===== src/design/assert_macros.svh =====
// Assertion macros shared by the set block RTL.
// Needs signals clk and arst_n in the scope of use.
`ifndef ASSERT_MACROS_SVH
`define ASSERT_MACROS_SVH

// property must hold at every clock edge out of reset
`define USID_CHECK(lbl, prop, msg) \
	lbl: assert property (@(posedge clk) disable iff (!arst_n) prop) else $error(msg);

// expression must never be true out of reset
`define USID_NEVER(lbl, expr, msg) \
	lbl: assert property (@(posedge clk) disable iff (!arst_n) !(expr)) else $error(msg);

`endif


===== src/design/usid_pkg.sv =====
// Types, constants and codes of the set union/intersection/difference block.
// No dependencies.
package usid_pkg;

	localparam int SET_DEPTH = 32;
	localparam int ELEM_W    = 32;
	localparam int IDX_W     = (SET_DEPTH > 1) ? $clog2(SET_DEPTH) : 1;
	localparam int CNT_W     = $clog2(SET_DEPTH + 1);

	typedef logic signed [ELEM_W-1:0] usid_elem_t;
	typedef logic [CNT_W-1:0]         usid_cnt_t;

	typedef enum logic [2:0] {
		CMD_INS_A     = 3'd0,
		CMD_INS_B     = 3'd1,
		CMD_UNION     = 3'd2,
		CMD_INTER     = 3'd3,
		CMD_A_MINUS_B = 3'd4,
		CMD_B_MINUS_A = 3'd5,
		CMD_CLEAR     = 3'd6,
		CMD_NOP       = 3'd7
	} usid_cmd_t;

	typedef enum logic [2:0] {
		ST_ELEMENT   = 3'd0,
		ST_INSERTED  = 3'd1,
		ST_DUPLICATE = 3'd2,
		ST_FULL      = 3'd3,
		ST_EMPTY     = 3'd4,
		ST_CLEARED   = 3'd5
	} usid_status_t;

	typedef enum logic [2:0] {
		S_IDLE,
		S_INS,
		S_SCAN,
		S_TEST,
		S_FLUSH,
		S_CLEAR
	} usid_state_t;

	// set select: 0 = A, 1 = B
	typedef struct packed {
		logic wr_en;
		logic wr_sel;
		logic clr;
		logic rd_sel;
		logic cmp_sel;
	} usid_store_req_t;

endpackage


===== src/design/usid_if.sv =====
// Valid/ready channel interfaces for command and result transactions.
// Depends on usid_pkg.
interface usid_req_if import usid_pkg::*; ();
	logic             valid;
	logic             ready;
	logic [2:0]       cmd;
	logic signed [ELEM_W-1:0] value;

	modport source (output valid, output cmd, output value, input ready);
	modport sink   (input valid, input cmd, input value, output ready);
endinterface

interface usid_rsp_if import usid_pkg::*; ();
	logic             valid;
	logic             ready;
	logic signed [ELEM_W-1:0] element;
	logic [2:0]       status;
	logic             last;

	modport source (output valid, output element, output status, output last, input ready);
	modport sink   (input valid, input element, input status, input last, output ready);
endinterface


===== src/design/usid_store.sv =====
// Register storage of sets A and B, their counts and the membership compare bank.
// Depends on usid_pkg and assert_macros.svh.
`include "assert_macros.svh"

module usid_store import usid_pkg::*; (
	input  logic            clk,
	input  logic            arst_n,
	input  usid_store_req_t req,
	input  usid_elem_t      probe,
	input  logic [IDX_W-1:0] rd_idx,
	output usid_elem_t      rd_data,
	output logic            hit,
	output usid_cnt_t       cnt_a,
	output usid_cnt_t       cnt_b
);

	usid_elem_t set_a_q [SET_DEPTH];
	usid_elem_t set_b_q [SET_DEPTH];
	usid_cnt_t  cnt_a_q;
	usid_cnt_t  cnt_b_q;
	logic [SET_DEPTH-1:0] match_a;
	logic [SET_DEPTH-1:0] match_b;

	always_ff @(posedge clk or negedge arst_n) begin
		if (!arst_n) begin
			cnt_a_q <= '0;
			cnt_b_q <= '0;
		end else if (req.clr) begin
			cnt_a_q <= '0;
			cnt_b_q <= '0;
		end else if (req.wr_en) begin
			if (req.wr_sel) begin
				cnt_b_q <= cnt_b_q + CNT_W'(1);
			end else begin
				cnt_a_q <= cnt_a_q + CNT_W'(1);
			end
		end
	end

	always_ff @(posedge clk) begin
		if (req.wr_en && !req.clr) begin
			if (req.wr_sel) begin
				set_b_q[cnt_b_q[IDX_W-1:0]] <= probe;
			end else begin
				set_a_q[cnt_a_q[IDX_W-1:0]] <= probe;
			end
		end
	end

	for (genvar i = 0; i < SET_DEPTH; i++) begin : g_cmp
		assign match_a[i] = (CNT_W'(i) < cnt_a_q) && (set_a_q[i] == probe);
		assign match_b[i] = (CNT_W'(i) < cnt_b_q) && (set_b_q[i] == probe);
	end

	assign hit     = req.cmp_sel ? |match_b : |match_a;
	assign rd_data = req.rd_sel ? set_b_q[rd_idx] : set_a_q[rd_idx];
	assign cnt_a   = cnt_a_q;
	assign cnt_b   = cnt_b_q;

	`USID_CHECK(a_cnt_bound, cnt_a_q <= CNT_W'(SET_DEPTH), "set A count above depth")
	`USID_CHECK(b_cnt_bound, cnt_b_q <= CNT_W'(SET_DEPTH), "set B count above depth")
	`USID_CHECK(a_cnt_step, cnt_a_q != $past(cnt_a_q) |-> cnt_a_q == '0 || cnt_a_q == $past(cnt_a_q) + CNT_W'(1), "set A count jumped")
	`USID_CHECK(b_cnt_step, cnt_b_q != $past(cnt_b_q) |-> cnt_b_q == '0 || cnt_b_q == $past(cnt_b_q) + CNT_W'(1), "set B count jumped")

endmodule


===== src/design/set_union_intersection_difference.sv =====
// Two ordered sets of signed 32-bit values (up to 32 members each) with insert, clear and
// union / intersection / difference queries; a query answers with a run of element
// transactions whose final one carries last, or a single empty marker. One command is taken
// at a time. Insert and clear each answer with one status result. A query scans the
// source set(s) one entry at a time in S_SCAN and S_TEST, reading one entry and testing it against
// the other set in a single parallel compare bank (a union's first pass, over A, keeps every entry
// untested); a stalled result channel holds the scan.
// Results leave through an output register. Depends on usid_pkg, usid_if, usid_store.
`include "assert_macros.svh"

module set_union_intersection_difference import usid_pkg::*; (
	input  logic         clk,
	input  logic         arst_n,
	usid_req_if.sink     req,
	usid_rsp_if.source   rsp
);

	usid_state_t     state_q, state_d;
	usid_cmd_t       cmd_q;
	usid_cnt_t       idx_q;
	logic            phase_q;
	usid_elem_t      probe_q;
	usid_elem_t      pend_q;
	logic            pend_vld_q;
	logic            out_vld_q;
	usid_elem_t      out_elem_q;
	usid_status_t    out_stat_q;
	logic            out_last_q;

	usid_store_req_t st_req;
	usid_elem_t      rd_data;
	logic            hit;
	usid_cnt_t       cnt_a, cnt_b;

	logic            in_acc, out_free;
	logic            src_b, cmp_off, keep_in, keep, scan_end, ins_b, full;
	usid_cnt_t       src_cnt, tgt_cnt;

	logic            emit;
	usid_elem_t      emit_elem;
	usid_status_t    emit_stat;
	logic            emit_last;
	logic            probe_ld, idx_clr, idx_inc, phase_set, pend_ld;

	usid_store u_store (
		.clk     (clk),
		.arst_n  (arst_n),
		.req     (st_req),
		.probe   (probe_q),
		.rd_idx  (idx_q[IDX_W-1:0]),
		.rd_data (rd_data),
		.hit     (hit),
		.cnt_a   (cnt_a),
		.cnt_b   (cnt_b)
	);

	assign req.ready = (state_q == S_IDLE);
	assign in_acc    = req.valid && req.ready;
	assign out_free  = !out_vld_q || rsp.ready;

	assign src_b    = (cmd_q == CMD_INTER) || (cmd_q == CMD_B_MINUS_A) ||
	                  ((cmd_q == CMD_UNION) && phase_q);
	assign cmp_off  = (cmd_q == CMD_UNION) && !phase_q;
	assign keep_in  = (cmd_q == CMD_INTER);
	assign keep     = cmp_off || (hit == keep_in);
	assign src_cnt  = src_b ? cnt_b : cnt_a;
	assign scan_end = (idx_q >= src_cnt);
	assign ins_b    = (cmd_q == CMD_INS_B);
	assign tgt_cnt  = ins_b ? cnt_b : cnt_a;
	assign full     = (tgt_cnt >= CNT_W'(SET_DEPTH));

	// next state
	always_comb begin
		state_d = state_q;
		case (state_q)
			S_IDLE: begin
				if (in_acc) begin
					case (usid_cmd_t'(req.cmd))
						CMD_INS_A, CMD_INS_B: state_d = S_INS;
						CMD_UNION, CMD_INTER,
						CMD_A_MINUS_B, CMD_B_MINUS_A: state_d = S_SCAN;
						CMD_CLEAR: state_d = S_CLEAR;
						default: state_d = S_IDLE;
					endcase
				end
			end
			S_INS, S_FLUSH, S_CLEAR: begin
				if (out_free) state_d = S_IDLE;
			end
			S_SCAN: begin
				if (!scan_end) begin
					state_d = S_TEST;
				end else if (!cmp_off) begin
					state_d = S_FLUSH;
				end
			end
			S_TEST: begin
				if (!(keep && pend_vld_q && !out_free)) state_d = S_SCAN;
			end
			default: state_d = S_IDLE;
		endcase
	end

	// control outputs
	always_comb begin
		st_req         = '0;
		st_req.rd_sel  = src_b;
		st_req.cmp_sel = (state_q == S_INS) ? ins_b : !src_b;
		st_req.wr_sel  = ins_b;
		emit      = 1'b0;
		emit_elem = '0;
		emit_stat = ST_ELEMENT;
		emit_last = 1'b1;
		probe_ld  = 1'b0;
		idx_clr   = 1'b0;
		idx_inc   = 1'b0;
		phase_set = 1'b0;
		pend_ld   = 1'b0;
		case (state_q)
			S_INS: begin
				if (out_free) begin
					emit         = 1'b1;
					emit_stat    = hit ? ST_DUPLICATE : (full ? ST_FULL : ST_INSERTED);
					st_req.wr_en = !hit && !full;
				end
			end
			S_CLEAR: begin
				if (out_free) begin
					emit       = 1'b1;
					emit_stat  = ST_CLEARED;
					st_req.clr = 1'b1;
				end
			end
			S_SCAN: begin
				if (!scan_end) begin
					probe_ld = 1'b1;
				end else if (cmp_off) begin
					phase_set = 1'b1;
					idx_clr   = 1'b1;
				end
			end
			S_TEST: begin
				if (!keep) begin
					idx_inc = 1'b1;
				end else if (!pend_vld_q || out_free) begin
					emit      = pend_vld_q;
					emit_elem = pend_q;
					emit_last = 1'b0;
					pend_ld   = 1'b1;
					idx_inc   = 1'b1;
				end
			end
			S_FLUSH: begin
				if (out_free) begin
					emit      = 1'b1;
					emit_elem = pend_vld_q ? pend_q : '0;
					emit_stat = pend_vld_q ? ST_ELEMENT : ST_EMPTY;
				end
			end
			default: ;
		endcase
	end

	always_ff @(posedge clk or negedge arst_n) begin
		if (!arst_n) begin
			state_q    <= S_IDLE;
			cmd_q      <= CMD_NOP;
			idx_q      <= '0;
			phase_q    <= 1'b0;
			pend_vld_q <= 1'b0;
			out_vld_q  <= 1'b0;
		end else begin
			state_q <= state_d;
			if (in_acc) begin
				cmd_q      <= usid_cmd_t'(req.cmd);
				idx_q      <= '0;
				phase_q    <= 1'b0;
				pend_vld_q <= 1'b0;
			end else begin
				if (idx_clr) idx_q <= '0;
				else if (idx_inc) idx_q <= idx_q + CNT_W'(1);
				if (phase_set) phase_q <= 1'b1;
				if (pend_ld) pend_vld_q <= 1'b1;
			end
			if (emit) out_vld_q <= 1'b1;
			else if (rsp.ready) out_vld_q <= 1'b0;
		end
	end

	always_ff @(posedge clk) begin
		if (in_acc) probe_q <= req.value;
		else if (probe_ld) probe_q <= rd_data;
		if (pend_ld) pend_q <= probe_q;
		if (emit) begin
			out_elem_q <= emit_elem;
			out_stat_q <= emit_stat;
			out_last_q <= emit_last;
		end
	end

	assign rsp.valid   = out_vld_q;
	assign rsp.element = out_elem_q;
	assign rsp.status  = out_stat_q;
	assign rsp.last    = out_last_q;

	`USID_CHECK(non_elem_is_last, out_vld_q && out_stat_q != ST_ELEMENT |-> out_last_q, "status transaction without last")
	`USID_CHECK(busy_after_cmd, in_acc && req.cmd != CMD_NOP |=> !req.ready, "ready held after command")
	`USID_CHECK(elem_from_query, emit && emit_stat == ST_ELEMENT |-> state_q == S_TEST || state_q == S_FLUSH, "element outside a query")
	`USID_NEVER(emit_while_blocked, emit && out_vld_q && !rsp.ready, "result overwritten")

endmodule


===== src/flat_wrapper.sv =====
// flat-port wrapper written by rule: the top's interface ports become plain ports
module set_union_intersection_difference_flat import usid_pkg::*;
  (clk, arst_n, req_valid, req_cmd, req_value, req_ready, rsp_valid, rsp_element, rsp_status, rsp_last, rsp_ready);
  usid_req_if req_i ();
  usid_rsp_if rsp_i ();
  input  logic clk;
  input  logic arst_n;
  input wire logic [$bits(req_i.valid)-1:0] req_valid;
  input wire logic [$bits(req_i.cmd)-1:0] req_cmd;
  input wire logic [$bits(req_i.value)-1:0] req_value;
  output wire logic [$bits(req_i.ready)-1:0] req_ready;
  output wire logic [$bits(rsp_i.valid)-1:0] rsp_valid;
  output wire logic [$bits(rsp_i.element)-1:0] rsp_element;
  output wire logic [$bits(rsp_i.status)-1:0] rsp_status;
  output wire logic [$bits(rsp_i.last)-1:0] rsp_last;
  input wire logic [$bits(rsp_i.ready)-1:0] rsp_ready;
  assign req_i.valid = req_valid;
  assign req_i.cmd = req_cmd;
  assign req_i.value = req_value;
  assign req_ready = req_i.ready;
  assign rsp_valid = rsp_i.valid;
  assign rsp_element = rsp_i.element;
  assign rsp_status = rsp_i.status;
  assign rsp_last = rsp_i.last;
  assign rsp_i.ready = rsp_ready;
  set_union_intersection_difference u_core (.clk(clk), .arst_n(arst_n), .req(req_i), .rsp(rsp_i));
endmodule

===== config.mk =====
export PLATFORM = sky130hd
export DESIGN_NAME = set_union_intersection_difference_flat
export DESIGN_NICKNAME = d
export VERILOG_FILES = /design/src/design/usid_pkg.sv /design/src/design/usid_if.sv /design/src/design/usid_store.sv /design/src/design/set_union_intersection_difference.sv /design/src/flat_wrapper.sv
export VERILOG_INCLUDE_DIRS = /design/src /design/src/design
export SDC_FILE = /design/constraint.sdc
export NUM_CORES = 2
export LEC_CHECK = 0
export BUFFER_PORTS_ARGS = -buffer_cell sky130_fd_sc_hd__buf_2
export CAP_MARGIN = 25
export CORE_AREA = 2 2 446 448
export DETAILED_ROUTE_END_ITERATION = 6
export DIE_AREA = 0 0 448 450
export PLACE_DENSITY = 0.73
export SLEW_MARGIN = 25
export SYNTH_ARGS = -nofsm -noshare
export SYNTH_HDL_FRONTEND = slang
export SYNTH_SLANG_ARGS = --single-unit
export TNS_END_PERCENT = 50

===== constraint.sdc =====
create_clock -name clk -period 6.94 [get_ports clk]
set_clock_uncertainty 0.1 [all_clocks]
set_input_delay 1.388 -clock clk [delete_from_list [all_inputs] [get_ports clk]]
set_output_delay 1.388 -clock clk [all_outputs]
set_load 0.01 [all_outputs]

* Word-level counts from Yosys, hierarchy flattened
Memories as Yosys holds them, arrays and structs flattened.
Index checks and enable logic that the tools add are counted.
** Storage, ports and cells
- RAM bits :: 2048
- Memories :: 2
- Register bits :: 127
- Output and inout port bits :: 38
** Cells by class
- Reduce and logical (&&, ||, !) cells :: 102
- $lt $le $gt $ge :: 66
- Multiplexer cells :: 65
- Add/subtract/negate cells :: 3
- Equal/unequal tests :: 85
** Memory list
- u_core.u_store.set_a_q :: words 32, width 32, rd ports 33, clocked after memory_dff 0, write ports 1, line usid_store.sv:17 : usid_elem_t set_a_q [SET_DEPTH];
- u_core.u_store.set_b_q :: words 32, width 32, rd ports 33, clocked after memory_dff 0, write ports 1, line usid_store.sv:18 : usid_elem_t set_b_q [SET_DEPTH];
** Operators by type and width (number)
- 32-bit == test :: 64
- 32-bit two-way mux :: 7
- 5-bit by 6-bit < comparator with 1-bit output (first input constant) :: 32
- 4-bit by 6-bit < comparator with 1-bit output (first input constant) :: 16
- 1-bit logical AND :: 71
- 6-bit two-way mux :: 11
- 32-bit one-hot mux with 2 select lines :: 1
- 32-bit OR reduction :: 2
- 3-bit by 6-bit < comparator with 1-bit output (first input constant) :: 8
- 1-bit two-way mux :: 31
- 3-bit two-way mux :: 10
- 1-bit by 6-bit < comparator with 1-bit output (first input constant) :: 4
- 2-bit by 6-bit < comparator with 1-bit output (first input constant) :: 4
- 6-bit by 1-bit adder with 6-bit output (second input constant) :: 3
- 3-bit by 2-bit == test with 1-bit output (second input constant) :: 6
- 3-bit == test (second input constant) :: 6
- 3-bit one-hot mux with 3 select lines :: 2
- 3-bit one-hot mux with 4 select lines :: 1
- 2-bit nonzero test :: 6
- 3-bit by 1-bit == test with 1-bit output (second input constant) :: 3
- 1-bit logical NOT :: 8
- 6-bit >= comparator :: 1
- 6-bit >= comparator (second input constant) :: 1
- 3-bit logical NOT :: 2
- 13 further kinds :: 21

* Depth between registers and ports, before layout
- Word-level depth :: 13
- Depth in mapped cells :: 19
- Gate-level depth less buffers :: 17

* By module
Synthesis repeated with hierarchy kept, for this count alone.
** Second synthesis, totals
- Cells, all modules :: 6533
- Area total of the unflattened synthesis :: 107448.1 um2
** By module, submodules not included
- usid_store :: area each 102583.4 um2, cells an instance 6160, instances 1, seq. area each 61799.3 um2
- set_union_intersection_difference :: area each 4864.7 um2, cells an instance 373, instances 1, seq. area each 3382.0 um2

* Worst setup path before layout
OpenSTA, ideal clock, no wires.
- Path type :: reg2reg
- Start :: register u_core.probe_q[9]
- End :: memory u_core.u_store.set_b_q[12][0] (netlist bit), enable pin
- Data arrival time :: 6.101 ns
- Buffers on the path :: 2
- Setup slack :: 0.278 ns
- Period minus slack after synthesis :: 6.662 ns
- Cell stages (with the launch flop) :: 13
- Setup time :: 0.461 ns
- Cell sequence :: edfxtp_1 buf_4 xor2_1 nor4_1 nand4_1 nor4_1 or4_1 or4_1 or4_4 a21oi_4 buf_6 nand3_2 nor3_1
** On the way
- Word-level cells in the longest chain between the ends :: 11
** Ends and longest elaborated chain
- start: declaration :: line set_union_intersection_difference.sv:22 : usid_elem_t probe_q;
- start signal: assignment :: line set_union_intersection_difference.sv:191 : if (in_acc) probe_q <= req.value;
- start signal: assignment :: line set_union_intersection_difference.sv:192 : else if (probe_ld) probe_q <= rd_data;
- 32-bit == test, on equally long branches :: line usid_store.sv:51, usid_store.sv:52
- 1-bit logical AND, on equally long branches :: line usid_store.sv:51, usid_store.sv:52
- 32-bit OR reduction :: line usid_store.sv:55 : assign hit = req.cmp_sel ? |match_b : |match_a;
- 1-bit two-way mux * :: line usid_store.sv:55
- 1-bit logical NOT * :: line set_union_intersection_difference.sv:124 : st_req.wr_en = !hit && !full;
- 1-bit logical AND * :: line set_union_intersection_difference.sv:124
- 1-bit two-way mux * :: line set_union_intersection_difference.sv:121 : if (out_free) begin
- 1-bit two-way mux * :: line set_union_intersection_difference.sv:119 : case (state_q)
- 1-bit logical AND * :: line usid_store.sv:41 : if (req.wr_en && !req.clr) begin
- 1-bit two-way mux * :: line usid_store.sv:41
- 1-bit two-way mux (implied by the code) * :: line usid_store.sv:43 : set_b_q[cnt_b_q[IDX_W-1:0]] <= probe;
- end: declaration :: line usid_store.sv:18
Mark *: on every way between the ends. The rest lies on a longest branch, timed or not.

==> reports/metrics.yaml <==
outcome: "finished clean"
grt_pass1_wl_mm: 518.3
ys_seq_area_share_pct: 60.58
grt_pass1_vias: 62480
synth_top_cells_by_area: "edfxtp_1, mux4_2, xnor2_1"
maxCapViolations: 0
synth_area_leader_cell: "edfxtp_1"
synth_top_area_share_pct: 59.95
synth_flop_cell: "edfxtp_1"
crit_fanout: 32
place_ws_ns: 0.9819
final_area_um2: 120000
num_rows: 163
dieWidth_um: 448
critPathArrivalTime_ns: 6.71
required_ns: 7.37
synth_seq_cells: 2175
fin_nets: 6800
relSlewSlack_pct: 22.21
avgViaCountPerCell: 6.943
finalMaxSlewViolations: 0
cellPowerDensity_nw_per_um2: 428.0
regArea_um2: 65200
initial_utilization_pct: 54.73
antenna_left: 0
cts_buffer_depth: 3
fillCellCount: 14470
hold_buffers: 0
cts_made_buffers: 225
yosysWarningCount: 0
syn_area_um2: 107600
fin_cells: 9587
dr.pass1.iters: 6
worstSetupEndpointType: "flop"
p_leak_nw: 36.52
grt_use_total_pct: 37.45
dp_cells: 9157
rsz0062_at_grt: "no"
path_clk_slew_ns: 0.06
setup_tns_ns: 0
setup_viol: 0
cts_num_sinks: 2175
synthTopCellsByCount: "edfxtp_1, xnor2_1, xor2_1"
worst_hold_path_type: "flop to flop"
worstMarginPinSlew_ns: 1.159
wire_per_inst_um: 39.51
synth.most_common_cell: "edfxtp_1"
fin_crit_ns: 6.276
async_flop_share_pct: 1.241
synth-compound-area-share_pct: 0.7954
period_share_pct: 90.43
design.core.area_um2: 196600
wl_mm: 378.8
synthMuxAreaShare_pct: 14.13
critical_path.startpoint_type: "flop"
peakVddDrop_mv: 0.4526
max_freq_ghz: 0.1593
drtIter0Drc: 11880
multiInputGateArea_um2: 40710
final_hold_viol_count: 0
drive_gt1_share_pct: 20.98
worstSetupPathType: "flop to flop"
ys_types: 63
synth_top_family_by_area: "XOR/XNOR gates"
place_congestion: 1.074
netlist_instances: 6553
layout_setup_ws_ns: 0.6643
cts-resized-gates: 0
hold_ws_ns: 0.3974
htreeDepth: 4
via_count: 66570
die_h_um: 450
cts_setup_buffers: 0
dpl.hpwl_mm: 266.8
clock-root-buffer: "clkbuf_16"
cts_tree: "built"
placed_area_um2: 112800
synth-edff-count: 2148
synth_area_per_cell_um2: 16.42
grt_overflow: 0
synthAdderAreaFrac_pct: 0.1977
insertion_delay_ns: 0.92
synthXorXnorAreaFrac_pct: 16.74
antenna_found_initial: 53
port_buffers: 76
dieArea_um2: 201600
synth-simple-area-share_pct: 5.505
drc_errors: 0
syn_nets: 6609
boundaryPins: 77
synthToLayoutAreaGrowth_pct: 11.49
grt_max_degree: 100
-- layer usage --
layer	global-route usage, %	up-vias	share of wire, %	routed length (um)
met5	0	-	0.079	299
li1	-	25750	-	-
met1	51.28	34270	35	133500
met3	10.98	1007	14	52450
met2	53.65	5498	44	165700
met4	21.40	42	7.1	26880
-- sequential cells by signal, summed over array words and instances, names as in the netlist --
signal                  flops
u_core.u_store.set_a_q   1024
u_core.u_store.set_b_q   1024
u_core.pend_q              32
u_core.probe_q             32
u_core.rsp.element         32
u_core.idx_q                6
u_core.u_store.cnt_a        6
u_core.u_store.cnt_b        6
u_core.cmd_q                3
u_core.rsp.status           3
u_core.state_q              3
u_core.pend_vld_q           1
u_core.phase_q              1
u_core.rsp.last             1
u_core.rsp.valid            1
-- through the flow --
step / power, mW / utilization (%)
2_1_floorplan: 30.37 / -
3_3_place_gp: 38.82 / 57.35
3_5_place_dp: 38.92 / 57.36
4_1_cts: 50.76 / 60.99
5_1_grt: 52.29 / 61.00
6_report: 51.35 / 61.02
-- cells in the final DEF, fill, tap and decap left out, types with 6 or more instances in the layout --
cell | synthesis | final
ha_1 | 17 | 17
clkinv_1 | 0 | 57
xnor2_1 | 1150 | 1149
buf_2 | 109 | 76
and2_1 | 35 | 34
nand2b_1 | 6 | 6
o2111ai_1 | 8 | 8
mux2_2 | 9 | 9
clkinvlp_4 | 0 | 6
o21ai_0 | 35 | 34
or3_1 | 9 | 9
mux4_2 | 663 | 663
nor2_4 | 0 | 57
diode_2 | 0 | 16
clkbuf_16 | 0 | 226
xor2_1 | 906 | 906
dfrtp_1 | 24 | 19
nor3_1 | 75 | 68
a2111oi_0 | 13 | 11
a21oi_1 | 34 | 34
nor3_2 | 2 | 8
mux2i_1 | 17 | 17
nand2_1 | 126 | 125
buf_12 | 0 | 71
edfxtp_1 | 2148 | 2148
clkbuf_1 | 114 | 49
clkinv_2 | 0 | 38
nand4_1 | 323 | 323
bufinv_16 | 0 | 18
nor2_1 | 110 | 52
inv_6 | 0 | 7
nor4_1 | 260 | 258
a21o_1 | 8 | 8
nand3_1 | 72 | 72
nand3_2 | 6 | 6
a31oi_1 | 7 | 7
buf_4 | 114 | 228
inv_1 | 16 | 16
-- cell families after synthesis --
group,count (synthesis)
DFF,2175
xor gates and xnor gates,2056
and+or+nand+nor,1058
muxes,689
buffers and inverters,427
AOI/OAI and AO/OA,131
adders and majority gates,17
-- worst paths after layout --
| path | slack, ns | endpoint | cells after the start | start |
|---|---|---|---|---|
| min in group asynchronous | 0.48 | u_core.rsp.valid$_DFFE_PN0P_ | 1 | arst_n |
| setup / recovery | 0.66 | u_core.pend_q[23]$_DFFE_PP_ | 15 | u_core.u_store.set_b_q[15][25]$_DFFE_PP_ |
| hold reg to reg | 0.40 | u_core.cmd_q[1]$_DFFE_PN1P_ | 2 | u_core.cmd_q[1]$_DFFE_PN1P_ |
| max in group asynchronous | 5.58 | u_core.idx_q[3]$_DFFE_PN0P_ | 1 | arst_n |
| setup reg to reg | 0.66 | u_core.pend_q[23]$_DFFE_PP_ | 15 | u_core.u_store.set_b_q[15][25]$_DFFE_PP_ |
| hold / removal | 0.40 | u_core.cmd_q[1]$_DFFE_PN1P_ | 2 | u_core.cmd_q[1]$_DFFE_PN1P_ |
-- worst max-delay path, stage by stage (launching register included) --
cell and delay (ns):
edfxtp_1 0.66, xor2_1 0.71, nor4_1 0.23, nand3_1 0.15
nor4_1 0.10, buf_4 0.18, or4_1 0.64, or4_1 0.60
nor4_1 0.99, buf_4 0.27, nor2_1 0.07, mux2i_1 0.15
buf_4 0.16, nand2_1 0.22, inv_1 0.19, buf_4 0.43
-- area by class of cell --
cell class / instances / area share [%]
Antenna cell: 16 / 0.03338
Sequential cell: 2175 / 54.35
Tap cell: 2640 / 2.753
Multi-Input combinational cell: 3951 / 33.94
Clock inverter: 136 / 1.049
Inverter: 16 / 0.05006
Clock buffer: 278 / 4.902
Timing Repair Buffer: 375 / 2.929
-- report_power, final --
part | switching (mW) | internal (mW)
combinational | 14.6 | 7.43
clock | 5.29 | 6.67
sequential | 0.562 | 16.8
(Power assumes the default switching activity.)
